### src/npmt_pkg.sv
`default_nettype none
package npmt_pkg;

  localparam int CFG_W  = 12;
  localparam int RIDX_W = 5;
  localparam int ST_W   = 3;
  localparam int CNT_OUT_W = 6;
  localparam int REG_IDX_W = 2;

  localparam logic [ST_W-1:0] ST_IGNORED  = 3'd0;
  localparam logic [ST_W-1:0] ST_MERGED   = 3'd1;
  localparam logic [ST_W-1:0] ST_APPENDED = 3'd2;
  localparam logic [ST_W-1:0] ST_FULL     = 3'd3;
  localparam logic [ST_W-1:0] ST_READ     = 3'd4;

  localparam logic [1:0] MODE_MAX    = 2'd0;
  localparam logic [1:0] MODE_MIN    = 2'd1;
  localparam logic [1:0] MODE_REPL   = 2'd2;
  localparam logic [1:0] MODE_MINMAX = 2'd3;

  localparam logic [REG_IDX_W-1:0] REG_MODE   = 2'd0;
  localparam logic [REG_IDX_W-1:0] REG_GAP    = 2'd1;
  localparam logic [REG_IDX_W-1:0] REG_RADIUS = 2'd2;

  localparam logic [CFG_W-1:0] RADIUS_RESET = 12'd10;

  localparam logic ACT_PUSH = 1'b0;
  localparam logic ACT_READ = 1'b1;

  typedef struct packed {
    logic              vld;
    logic              act;
    logic              ign;
    logic [RIDX_W-1:0] ridx;
  } ctl_t;

  typedef struct packed {
    logic [1:0]       mode;
    logic [CFG_W-1:0] radius;
  } cfg_t;

endpackage
`default_nettype wire

### src/npmt_cell.sv
`default_nettype none
module npmt_cell import npmt_pkg::*; #(
  parameter int VALUE_BITS = 12,
  parameter int CNT_W      = 6,
  parameter int INDEX      = 0
) (
  input  wire logic                  clk,
  input  wire logic                  rst,
  input  wire cfg_t                  cfg,
  input  wire logic [CNT_W-1:0]      held,
  input  wire logic                  app_we,
  input  wire logic [VALUE_BITS-1:0] app_a,
  input  wire logic [VALUE_BITS-1:0] app_b,
  input  wire ctl_t                  ctl_in,
  input  wire logic [VALUE_BITS-1:0] a_in,
  input  wire logic [VALUE_BITS-1:0] b_in,
  input  wire logic [CNT_W-1:0]      cnt_in,
  input  wire logic [VALUE_BITS-1:0] rf_in,
  input  wire logic [VALUE_BITS-1:0] rs_in,
  output ctl_t                       ctl_out,
  output logic [VALUE_BITS-1:0]      a_out,
  output logic [VALUE_BITS-1:0]      b_out,
  output logic [CNT_W-1:0]           cnt_out,
  output logic [VALUE_BITS-1:0]      rf_out,
  output logic [VALUE_BITS-1:0]      rs_out
);

  localparam int DW = (VALUE_BITS > CFG_W) ? VALUE_BITS : CFG_W;
  localparam logic [CNT_W-1:0] IDX = CNT_W'(INDEX);
  localparam logic [31:0] IDX32 = 32'(INDEX);

  logic [VALUE_BITS-1:0] first;
  logic [VALUE_BITS-1:0] second;
  logic [VALUE_BITS-1:0] first_next;
  logic [VALUE_BITS-1:0] second_next;
  logic [VALUE_BITS-1:0] da;
  logic [VALUE_BITS-1:0] db;
  logic held_ok;
  logic match;
  logic hit;
  logic rd_hit;

  assign da = (a_in >= first) ? (a_in - first) : (first - a_in);
  assign db = (b_in >= second) ? (b_in - second) : (second - b_in);
  assign held_ok = IDX < held;
  assign match = (DW'(da) <= DW'(cfg.radius)) && (DW'(db) <= DW'(cfg.radius));
  assign hit = ctl_in.vld && (ctl_in.act == ACT_PUSH) && !ctl_in.ign && held_ok && match;
  assign rd_hit = ctl_in.vld && (ctl_in.act == ACT_READ) && held_ok &&
                  ({{(32-RIDX_W){1'b0}}, ctl_in.ridx} == IDX32);

  always_comb begin
    case (cfg.mode)
      MODE_MAX: begin
        first_next  = (a_in > first) ? a_in : first;
        second_next = (b_in > second) ? b_in : second;
      end
      MODE_MIN: begin
        first_next  = (a_in < first) ? a_in : first;
        second_next = (b_in < second) ? b_in : second;
      end
      MODE_REPL: begin
        first_next  = a_in;
        second_next = b_in;
      end
      default: begin
        first_next  = (a_in < first) ? a_in : first;
        second_next = (b_in > second) ? b_in : second;
      end
    endcase
  end

  always_ff @(posedge clk) begin
    if (rst) begin
      ctl_out <= '0;
    end else begin
      ctl_out <= ctl_in;
    end
  end

  always_ff @(posedge clk) begin
    a_out   <= a_in;
    b_out   <= b_in;
    cnt_out <= cnt_in + CNT_W'(hit);
    rf_out  <= rd_hit ? first : rf_in;
    rs_out  <= rd_hit ? second : rs_in;
  end

  always_ff @(posedge clk) begin
    if (app_we && (held == IDX)) begin
      first  <= app_a;
      second <= app_b;
    end else if (hit) begin
      first  <= first_next;
      second <= second_next;
    end
  end

endmodule
`default_nettype wire

### config.mk
export PLATFORM = sky130hd
export DESIGN_NAME = npmt_cell
export DESIGN_NICKNAME = d
export VERILOG_FILES = /design/src/npmt_pkg.sv /design/src/npmt_cell.sv
export SDC_FILE = /design/constraint.sdc
export NUM_CORES = 1
export LEC_CHECK = 0
export ABC_CLOCK_PERIOD_IN_PS = 12700
export BUFFER_PORTS_ARGS = -buffer_cell sky130_fd_sc_hd__buf_4
export CAP_MARGIN = 10
export CORE_MARGIN = 5
export CORE_UTILIZATION = 25
export CTS_BUF_LIST = sky130_fd_sc_hd__clkbuf_16
export CTS_CLUSTER_SIZE = 14
export DETAILED_ROUTE_END_ITERATION = 16
export PLACE_DENSITY = 0.48
export SYNTH_ARGS = -nofsm -noshare
export SYNTH_HDL_FRONTEND = slang
export SYNTH_SLANG_ARGS = --single-unit
### constraint.sdc
create_clock -name clk -period 12.7 [get_ports clk]
set_input_delay 2.54 -clock clk [delete_from_list [all_inputs] [get_ports clk]]
set_output_delay 2.54 -clock clk [all_outputs]
set_load 0.02 [all_outputs]
=== Word-level counts from Yosys, hierarchy flattened ===
Index checks and enable logic that the tools add are counted.

* Order comparisons: 9
* Reduce and logical (&&, ||, !) cells: 18
* Equal/unequal tests: 4
* Muxes and demuxes: 14
* Bitwise operators: 1
* Add/sub/neg operators: 5

{| class="wikitable"
|+ Operators by type and width
! operator !! number
|-
| $mux W12 || 12
|-
| $pmux W12 S2 || 2
|-
| $sub A12 B12 Y12 || 4
|-
| $ge A12 B12 Y1 || 2
|-
| $gt A12 B12 Y1 || 2
|-
| $le A12 B12 Y1 || 2
|-
| $lt A12 B12 Y1 || 2
|-
| $logic_and A1 B1 Y1 || 9
|-
| $reduce_bool A4 Y1 || 2
|-
| $add A6 B1 Y6 || 1
|-
| $logic_not A6 Y1 || 1
|-
| $lt A1 B6 Y1 const A || 1
|-
| $ne A3 B3 Y1 const B || 2
|-
| $reduce_and A3 Y1 || 2
|-
| $logic_not A5 Y1 || 1
|-
| $eq A2 B1 Y1 const B || 1
|-
| $eq A2 B2 Y1 const B || 1
|-
| $logic_not A2 Y1 || 1
|-
| $reduce_bool A2 Y1 || 1
|-
| $logic_not A1 Y1 || 1
|-
| $not A1 Y1 || 1
|}

* Bits in registers: 86
* Output and inout port bits: 62
* Word-level logic and storage cells: 62

=== Logic depth before layout (Yosys ltp) ===
Gate-level depths: netlist (run 1).

* Word-level depth: 7
* Mapped depth: 22

=== Worst setup path before layout (run 1) ===
OpenSTA, ideal clock, no wires.

* Path type: input port to flip-flop
* Start: in a_in[0]
* End: reg first[0], enable pin
* Library setup time: 0.400 ns
* Data arrival time: 6.377 ns
* Path slack: 5.922 ns
* Stages on the path: 17
* Required time: 12.300 ns
* Buffers on the path: 1
* Path through: inv_1 -> ha_1 -> inv_1 -> fa_1 -> a21o_1 -> a21oi_1 -> o31a_1 -> nand3_2 -> buf_6 -> mux2_2 -> ha_1 -> nor2b_1 -> o211ai_1 -> a211oi_1 -> a2111oi_0 -> o211ai_1 -> o31ai_1

* Word-level cells in the longest chain between the ends: 7

{| class="wikitable"
|+ Ends and longest elaborated chain
! item !! line !! text
|-
| start: declaration || npmt_cell.sv:15 || <nowiki>input wire logic [VALUE_BITS-1:0] a_in,</nowiki>
|-
| $sub A12 B12 Y12 / $ge A12 B12 Y1 (equally long branches) || npmt_cell.sv:43 || <nowiki>assign da = (a_in >= first) ? (a_in - first) : (first - a_in);</nowiki>
|-
| $mux W12 || npmt_cell.sv:43 ||
|-
| $le A12 B12 Y1 || npmt_cell.sv:46 || <nowiki>assign match = (DW'(da) <= DW'(cfg.radius)) && (DW'(db) <= DW'(cfg.radius));</nowiki>
|-
| $logic_and A1 B1 Y1 || npmt_cell.sv:46 ||
|-
| $logic_and A1 B1 Y1 || npmt_cell.sv:47 || <nowiki>assign hit = ctl_in.vld && (ctl_in.act == ACT_PUSH) && !ctl_in.ign && held_ok && match;</nowiki>
|-
| $reduce_bool A2 Y1 (no line) || n/a ||
|-
| $reduce_and A3 Y1 (no line) (*) || n/a ||
|-
| end signal: assignment || npmt_cell.sv:90 || <nowiki>first <= app_a;</nowiki>
|-
| end signal: assignment || npmt_cell.sv:93 || <nowiki>first <= first_next;</nowiki>
|-
| end: declaration || npmt_cell.sv:32 || <nowiki>logic [VALUE_BITS-1:0] first;</nowiki>
|}

Every way passes the cells marked *; elsewhere a longest branch is shown, timed or not.
A chain may end at the register's enable or synchronous reset.

=== Final worst setup path (run 1) ===
* Start: in b_in[0]
* End: reg first[2], enable pin

* Word-level cells in the longest chain between the ends: 7

{| class="wikitable"
|+ Ends and longest elaborated chain
! item !! line !! text
|-
| start: declaration || npmt_cell.sv:16 || <nowiki>input wire logic [VALUE_BITS-1:0] b_in,</nowiki>
|-
| $sub A12 B12 Y12 / $ge A12 B12 Y1 (equally long branches) || npmt_cell.sv:44 || <nowiki>assign db = (b_in >= second) ? (b_in - second) : (second - b_in);</nowiki>
|-
| $mux W12 (*) || npmt_cell.sv:44 ||
|-
| $le A12 B12 Y1 (*) || npmt_cell.sv:46 ||
|-
| $logic_and A1 B1 Y1 (*) || npmt_cell.sv:46 ||
|-
| $logic_and A1 B1 Y1 (*) || npmt_cell.sv:47 ||
|-
| $reduce_bool A2 Y1 (no line) (*) || n/a ||
|-
| $reduce_and A3 Y1 (no line) (*) || n/a ||
|}

Marked as above.

==> results, run 1 <==
- Setup violations remaining at the end of the flow were counted as 0.
- Counting flops with a built-in enable in the synthesized netlist gives 24.
- The sequential share of the synthesized area is 35.7%.
- The vias per cell is 4.40.
- The count of hold buffers inserted by post-cts repair is 0.
- Dividing the synthesized area by the synthesized cell count gives 10.1 um2.
- The max-slew violation total from the final report is 0.
- The number of H-tree levels is 3.
- IR analysis of the VDD net gives a maximum drop of 60.9 uV.
- The TritonCTS clock tree is built.
- The tightest min-delay check is of the reg2reg type.
- The global-route wire length before repair is 23,300 um.
- The share of async-settable or async-resettable flops after synthesis is 0%.
- The via count of the first global-routing pass is 4,460.
- For the final routed database, the setup TNS stands at 0 ns.
- In the global route stage, overall resource usage came out at 12.0%.
- The cell count after synthesis is 545.
- 171 I/O pins were placed.
- The internal power contribution is 519 uW.
- After detailed routing, the total wire length is 15,100 um.
- The number of setup buffers added after CTS is 0.
- Dividing the detail-routed wire length by the instance count gives 15.2 um.
- The total number of nets in the final design is 897.
- The net count of the mapped netlist is 730.
- For this run, the number of Yosys warnings is 0.
- In this run switching power makes up 29.1% of total power.
- The worst path uses 51.8% of the clock period.
- The synthesized area is 0.00550 mm2.
- The total power of the final layout is 731 uW.
- The total congestion overflow is 0.
- The row count is 54.
- The final worst-path setup slack is 6.13 ns.
- The capturing element type of the critical path is a flip-flop.
- The via count is 4,390.
- Compared with the post-synthesis result, the final layout area differs by 32.9%.
- Setup repair after global routing left no endpoint under its margin.
- Counting flops and latches in the post-synthesis netlist gives 86.
- The most used flip-flop cell after synthesis is dfxtp_1.
- The post-cts gate resize count is 0.
- Measured along the x axis, the die boundary spans 158 um.
- The worst-margin pin slew is 0.935 ns.
- The first-iteration detailed-routing DRC count is 210.
- The number of detailed-routing iterations run before antenna repair is 4.
- The initial antenna violation count is 0.
- The remaining number of nets flagged by the antenna check after routing is 0.
- The critical path is of the in2reg type.
- The die covers 0.0251 mm2.
- At the worst endpoint, the arrival time is 6.61 ns.
- The detailed-placement wirelength estimate is 12,400 um.
- The flow ran to the end, and the final reports show no timing, DRC or antenna violations.
- Clock latency on the worst-skew pair, taken at its later pin, is 0.35 ns.
- Across the run, the number of max-cap violations was 0.
- The number of clock buffers added by TritonCTS is 9.
- The timing-limited maximum frequency is 152 MHz.
- The number of diodes added for antenna fixing is 0.
- The leakage power summed over all cells is 3.53 nW.
- Per report_power, the sequential group accounts for 41.1% of the total.
- The remaining design rule violation count is 0.
- The type of origin of the critical path is a primary input.
- The clock network accounts for 32.3% of the total power.
- The post-route minimum period is 6.57 ns.
- Once the floorplan was initialized, standard cells occupied 25.3% of the core.
- The post-route netlist has 33.9% of its cells at a drive strength greater than 1.
- The switching power of the nets is 213 uW.
- The placeable core region is 0.0218 mm2.
- The height of the chip is 158 um.
- The worst setup slack before clock tree synthesis is 5.74 ns.
- Entering global routing, the biggest net connects 27 pins.
- The routability congestion estimate from global placement is 0.793.
- In this run the tightest slew margin relative to its limit is 37.2%.
- After clock tree synthesis, the clock-pin slew on the worst setup and hold paths is 0.06 ns.
- The number of distinct library cell variants in the gate-level netlist after synthesis is 52.
- The clock passes through at most 2 buffers.
- The biggest fanout along the worst timing path is 12.
- The number of hold-slack violations in the final timing report came to 0.
- Combinational cells account for 26.6% of the total power.
- The clock drives 86 sinks.
- The setup clock skew after layout is 0.00763 ns.
- Data on the critical path is required at its endpoint by 12.73 ns.
- In this run the power density over the cells is 100 mW/mm2.
- Port buffering added 170 buffers.
- The root buffer cell is clkbuf_16.
path summary, 6_finish.rpt:
| check | start | to | slack, ns | cells past startpoint |
|---|---|---|---|---|
| setup reg to reg | first[1]$_DFFE_PP_ | first[2]$_DFFE_PP_ | 8.07 | 15 |
| setup / recovery | b_in[0] | first[2]$_DFFE_PP_ | 6.13 | 19 |
| hold / removal | second[11]$_DFFE_PP_ | rs_out[11]$_DFF_P_ | 0.52 | 1 |
| hold reg to reg | second[11]$_DFFE_PP_ | rs_out[11]$_DFF_P_ | 0.52 | 1 |
final cells by class:
class	count	area, um2
inverter	66	248
multi-input combinational	375	3190
sequential	86	1960
clock inverter	7	27.5
clock buffer	9	225
timing repair buffer	174	1310
tap	280	350
fill	2279	14400
power by group through the flow:
stage	Sequential (mW)	Combinational [mW]	Clock (mW)
finish	0.300	0.195	0.236
global route	0.302	0.218	0.257
CTS	0.301	0.197	0.247
detailed placement	0.307	0.196	0
global placement	0.306	0.197	0
floorplan	0.320	0.107	0
worst max-delay path, stage by stage:
cell and delay (ns):
buf_4 0.13, inv_1 0.05, ha_1 0.16, inv_1 0.05
fa_1 0.37, a21oi_1 0.25, o22ai_1 0.14, a21oi_2 0.18
nor2b_2 0.62, mux2i_1 0.29, xor2_1 0.16, ha_1 0.27
a21oi_1 0.14, nand2_1 0.08, a21o_1 0.18, o31ai_1 0.22
o211ai_1 0.21, o31ai_2 0.28, buf_4 0.28
through the flow:
stage                     util [%]  hold slack, ns  cell area [um2]  cells
after floorplan                  -           0.475             5500    545
after global placement        32.4           0.490             7060    981
after detailed placement      32.4           0.503             7060    981
after CTS                     33.6           0.524             7310    997
after global routing          33.6           0.545             7310    997
final                         33.6           0.515             7310    997
synth_stat cells, types with 5 or more instances:
cell | n | area, um2
nor2b_1 | 10 | 62.6
a211oi_1 | 6 | 45.0
buf_2 | 7 | 35.0
ha_1 | 72 | 901
inv_1 | 66 | 248
nand2_1 | 14 | 52.6
nand4_1 | 12 | 75.1
xnor2_1 | 13 | 114
clkbuf_1 | 6 | 22.5
edfxtp_1 | 24 | 721
o21bai_1 | 5 | 37.5
xor2_1 | 11 | 96.3
mux2i_1 | 20 | 200
o21ai_0 | 22 | 110
dfxtp_1 | 62 | 1240
o211ai_1 | 5 | 37.5
a21o_1 | 18 | 135
nand3_1 | 12 | 60.1
mux2_2 | 49 | 552
nand2b_1 | 6 | 37.5
nor2_1 | 17 | 63.8
a21oi_1 | 39 | 195
placed cells by master (no fill, tap or decap), types with 4 or more instances in the layout:
cell and count:
buf_4 174, ha_1 72, inv_1 70, dfxtp_1 62, mux2_2 49, a21oi_1 39
edfxtp_1 24, o21ai_0 21, mux2i_1 20, a21o_1 18, nor2_1 17, nand2_1 14
xnor2_1 13, nand3_1 12, nand4_1 12, xor2_1 11, nor2b_1 10, clkbuf_16 9
a211oi_1 6, nand2b_1 6, o211ai_1 5, o21bai_1 5, nor3_1 4, and3_1 4
fa_1 4
logic make-up (layout without fill, tap and decap cells):
| family | Yosys count | in the layout | synth area share (%) |
|---|---|---|---|
| AO/OA/AOI/OAI | 116 | 116 | 13.6 |
| XOR/XNOR | 24 | 24 | 3.82 |
| adder cells (fa/ha/maj) | 76 | 76 | 17.8 |
| buffers and inverters | 84 | 256 | 6.37 |
| flip-flops | 86 | 86 | 35.7 |
| multiplexers | 70 | 70 | 13.9 |
| AND/OR/NAND/NOR | 89 | 89 | 8.85 |
per-layer routing:
| metal | vias up | global-route usage [%] | share of wire [%] |
|---|---|---|---|
| met1 | 1995 | 16.6 | 49 |
| met4 | 0 | 4.47 | 1.7 |
| li1 | 2247 | - | - |
| met3 | 16 | 3.15 | 7.4 |
| met5 | - | 0 | 0 |
| met2 | 132 | 17.9 | 42 |
state kept, by name, indices dropped and copies added (netlist names):
signal	flops
ctl_out	8
first	12
b_out	12
second	12
a_out	12
rs_out	12
rf_out	12
cnt_out	6
Note: power is estimated with default switching activity, not from simulation.
==> inputs of run 2 (changes only) <==
--- a/config.mk
+++ b/config.mk
@@ -5,7 +5,8 @@
 export SDC_FILE = /design/constraint.sdc
 export NUM_CORES = 1
 export LEC_CHECK = 0
-export ABC_CLOCK_PERIOD_IN_PS = 12700
+export ABC_AREA = 1
+export ABC_CLOCK_PERIOD_IN_PS = 5300
 export BUFFER_PORTS_ARGS = -buffer_cell sky130_fd_sc_hd__buf_4
 export CAP_MARGIN = 10
 export CORE_MARGIN = 5
@@ -13,7 +14,7 @@
 export CTS_BUF_LIST = sky130_fd_sc_hd__clkbuf_16
 export CTS_CLUSTER_SIZE = 14
 export DETAILED_ROUTE_END_ITERATION = 16
-export PLACE_DENSITY = 0.48
+export PLACE_DENSITY = 0.49
 export SYNTH_ARGS = -nofsm -noshare
 export SYNTH_HDL_FRONTEND = slang
 export SYNTH_SLANG_ARGS = --single-unit
==> constraint.sdc (replaced) <==
create_clock -name clk -period 5.3 [get_ports clk]
set_input_delay 1.06 -clock clk [delete_from_list [all_inputs] [get_ports clk]]
set_output_delay 1.06 -clock clk [all_outputs]
set_load 0.02 [all_outputs]
==> results, run 2 <==
- The run finished with clean final reports.
- The clock arrives with 0.00844 ns of skew.
- Buffers inserted during clock tree synthesis total 9.
- The number of inserted filler cells in the final layout is 2,648.
- At the worst endpoint, the arrival time is 4.56 ns.
- Leaving out fill and tap cells, the most frequent cell in the layout is nand2_1.
- The worst hold path belongs to the class reg2reg.
- Net switching is 31.2% of the power.
- Clock-pin slew was measured on the worst setup and hold paths at 0.06 ns.
- The worst path uses 81.6% of the clock period.
- The most used standard cell by instance count after synthesis is nand2_1.
- The capturing element type of the critical path is a flip-flop.
- The met2 track utilization from global routing is 19.7%.
- The max-slew violation total from the final report is 0.
- The number of violations of the max-capacitance limit is 0.
- The share of total power dissipated in the clock network is 33.9%.
- The mean instance size in the synthesized netlist is 7.08 um2.
- In this run the clock root is driven by a clkbuf_16.
- The internal portion of the total power is 1.28 mW.
- The data required time of the worst path is 5.54 ns.
- The sequential share of the synthesized area is 31.8%.
- After synthesis the cells add up to 0.00617 mm2.
- The global-route wire length before repair is 30,400 um.
- The placeable core region is 0.0243 mm2.
- The total number of yosys warnings is 0.
- The pin count of the biggest net entering global routing is 49.
- The switching power of the nets is 581 uW.
- Routability-driven placement finished with a final weighted congestion of 0.912.
- Setup violations remaining at the end of the flow were counted as 0.
- The part of the power in registers is 38.4%.
- The via count is 5,851.
- The die boundary width is 167 um.
- The net count of the mapped netlist is 1,057.
- The library cells used most frequently in the layout, excluding fill and tap cells, are nand2_1 (230), buf_4 (175), inv_1 (151).
- The largest area contributor in the netlist is dfxtp_1.
- The clock insertion delay at the later pin of the skew report is 0.35 ns.
- The ratio of total power to cell area is 231 mW/mm2.
- The number of detailed-routing iterations run before antenna repair is 5.
- The timing-limited maximum frequency is 231 MHz.
- The met1 demand-to-capacity share in global routing is 19.5%.
- After synthesis, the most frequently instantiated cells are nand2_1 (230), inv_1 (148), nor2_1 (84).
- The category of the critical setup timing path is in2reg.
- The maximum VDD drop is 141 uV.
- Summed over all layers, the global routing overflow is 0.
- Global routing consumed, over all layers together, 13.5% of the routing resources.
- The cell count after synthesis is 872.
- For this block, the routed nets add up to 19,000 um of wire.
- The vias per cell is 4.29.
- The clock tree synthesis step divided the H-tree into 3 levels.
- The share of async-settable or async-resettable flops after synthesis is 0%.
- The count of flip-flops with a built-in enable after synthesis is 24.
- The initial antenna violation count came to 1.
- Summed over all failing endpoints, the final setup total negative slack is 0 ns.
- The post-route minimum period is 4.32 ns.
- The largest buffer count on any clock path is 2.
- The area of the die is 0.0279 mm2.
- Across all register-to-register paths, the minimum setup slack is 1.42 ns.
- The clock net in this run drives a total of 86 sinks.
- From bottom edge to top edge, the die measures 167 um.
- After the first detailed-routing iteration, the DRC count stood at 370.
- The fraction of met3 tracks used by global routing is 3.89%.
- At the end of the flow the core is filled with cells to 33.2%.
- The area share of the largest cell type after synthesis is 20.1%.
- Measured against its own limit, the worst slew margin works out to 37.3%.
- Hold repair after CTS inserted 0 buffers.
- The total of buffers placed on input and output ports is 170.
- The worst-margin pin slew is 0.940 ns.
- Once the floorplan was initialized, standard cells occupied 25.4% of the core.
- The layout overhead on the synthesized area is 30.7%.
- The number of register bits inferred by synthesis is 86.
- In this run the post-CTS setup repair buffer count came out at 0.
- The most utilized layer in the global route result is met2.
- The leakage power summed over all cells is 4.35 nW.
- The register cell area after layout is 0.00196 mm2.
- TritonCTS built the clock tree.
- In the final layout, the multi-input gates occupy 0.00353 mm2.
- The wire-length estimate of the detail-placed layout is 15,900 um.
- Row generation in the floorplan step produced 57 rows.
- Of all nets on the critical path, the largest fanout is 12.
- By area the synthesized netlist is led by dfxtp_1 (20%), ha_1 (15%), nand2_1 (14%).
- The type of origin of the critical path is a primary input.
- The average wire length per cell after detail routing is 13.9 um.
- The number of hold-slack violations in the final timing report is 0.
- The fraction of final layout cells sized beyond drive strength 1 is 20.6%.
- In the routed design, unresolved DRC markers number 0.
- During I/O placement, the number of pins put on the boundary was 171.
- In this run, distinct cell masters in the synthesized netlist total 36.
- Combinational logic is responsible for 27.7% of the overall power.
- The via count of the first global-routing pass came to 5,798.
- The repair_antennas step left the layout with diodes totalling 0.
- In the final design database the tool counted 1,221 nets.
- Setup repair after global routing left no endpoint under its margin.
- The remaining number of nets flagged by the antenna check after routing is 0.
- The post-cts gate resize count is 0.
- The most used flip-flop cell after synthesis is dfxtp_1.
[run 2: cell types whose count changed in the layout (fill, tap and decap cells not counted), sizes merged, moves of 20 or more]
cell	before	now
nand2	14	234
mux2	50	2
inv	70	155
nor2	17	90
nand3	13	35
o21ai	22	42
mux2i	20	0
a21oi	40	66
[run 2: worst paths after layout]
| check | from | end | cells past startpoint |
|---|---|---|---|
| setup / recovery | a_in[0] | cnt_out[4]$_DFF_P_ | 26 |
| hold / removal | first[11]$_DFFE_PP_ | rf_out[11]$_DFF_P_ | 2 |
| setup reg to reg | first[0]$_DFFE_PP_ | cnt_out[4]$_DFF_P_ | 26 |
| hold reg to reg | first[11]$_DFFE_PP_ | rf_out[11]$_DFF_P_ | 2 |
[run 2: final cells by class]
cell class | count | area share, %
clock buffer | 9 | 2.79
inverter | 152 | 7.07
clock inverter | 7 | 0.760
multi-input combinational | 612 | 43.7
timing repair buffer | 175 | 16.3
sequential | 86 | 24.3
tap | 324 | 5.03
[run 2: cells by family after synthesis]
kind of cell / share of synthesized area [%]
AO/OA/AOI/OAI: 10.8
XOR/XNOR: 3.69
flip-flops: 31.8
adder cells (fa/ha/maj): 15.9
AND/OR/NAND/NOR: 26.3
buffers and inverters: 11.1
multiplexers: 0.365
[run 2: critical path: stages]
cell,delay (ns)
buf_4,0.12
inv_1,0.07
ha_1,0.20
inv_1,0.09
fa_1,0.42
nand3_1,0.12
nand2_1,0.11
nand3_1,0.12
nand4_2,0.12
buf_4,0.20
o21ai_1,0.21
inv_1,0.07
ha_1,0.28
nand2_1,0.06
inv_1,0.05
nand2_1,0.06
nand2_1,0.04
nand2_1,0.05
nand3_1,0.06
nand2_1,0.06
nand2_1,0.05
nor2_1,0.26
ha_1,0.24
ha_1,0.18
nand3_1,0.10
xor2_1,0.14
[run 2: per-stage QoR]
step / power [mW] / hold WS (ns) / instances / area (um2) / worst slack [ns]
finish: 1.86 / 0.542 / 1365 / 8070 / 0.976
detailed placement: 1.25 / 0.536 / 1349 / 7780 / 0.647
CTS: 1.90 / 0.553 / 1365 / 8070 / 1.00
floorplan: 1.05 / 0.496 / 872 / 6170 / 1.24
global placement: 1.25 / 0.526 / 1349 / 7780 / 0.713
global route: 1.99 / 0.594 / 1365 / 8070 / 0.544
[run 2: power groups by stage]
stage                     logic [mW]  registers, mW  clock network [mW]
after floorplan                0.287          0.764                   0
after global placement         0.518          0.730                   0
after detailed placement       0.516          0.731                   0
after CTS                      0.519          0.716               0.661
after global routing           0.586          0.719               0.682
final                          0.517          0.716               0.631
[run 2: per-layer routing]
layer  part of all wire (%)  vias up
met1                     51     2578
met5                  0.068        -
met2                     40      191
met4                    1.2        2
met3                    7.0       16
li1                       -     3064
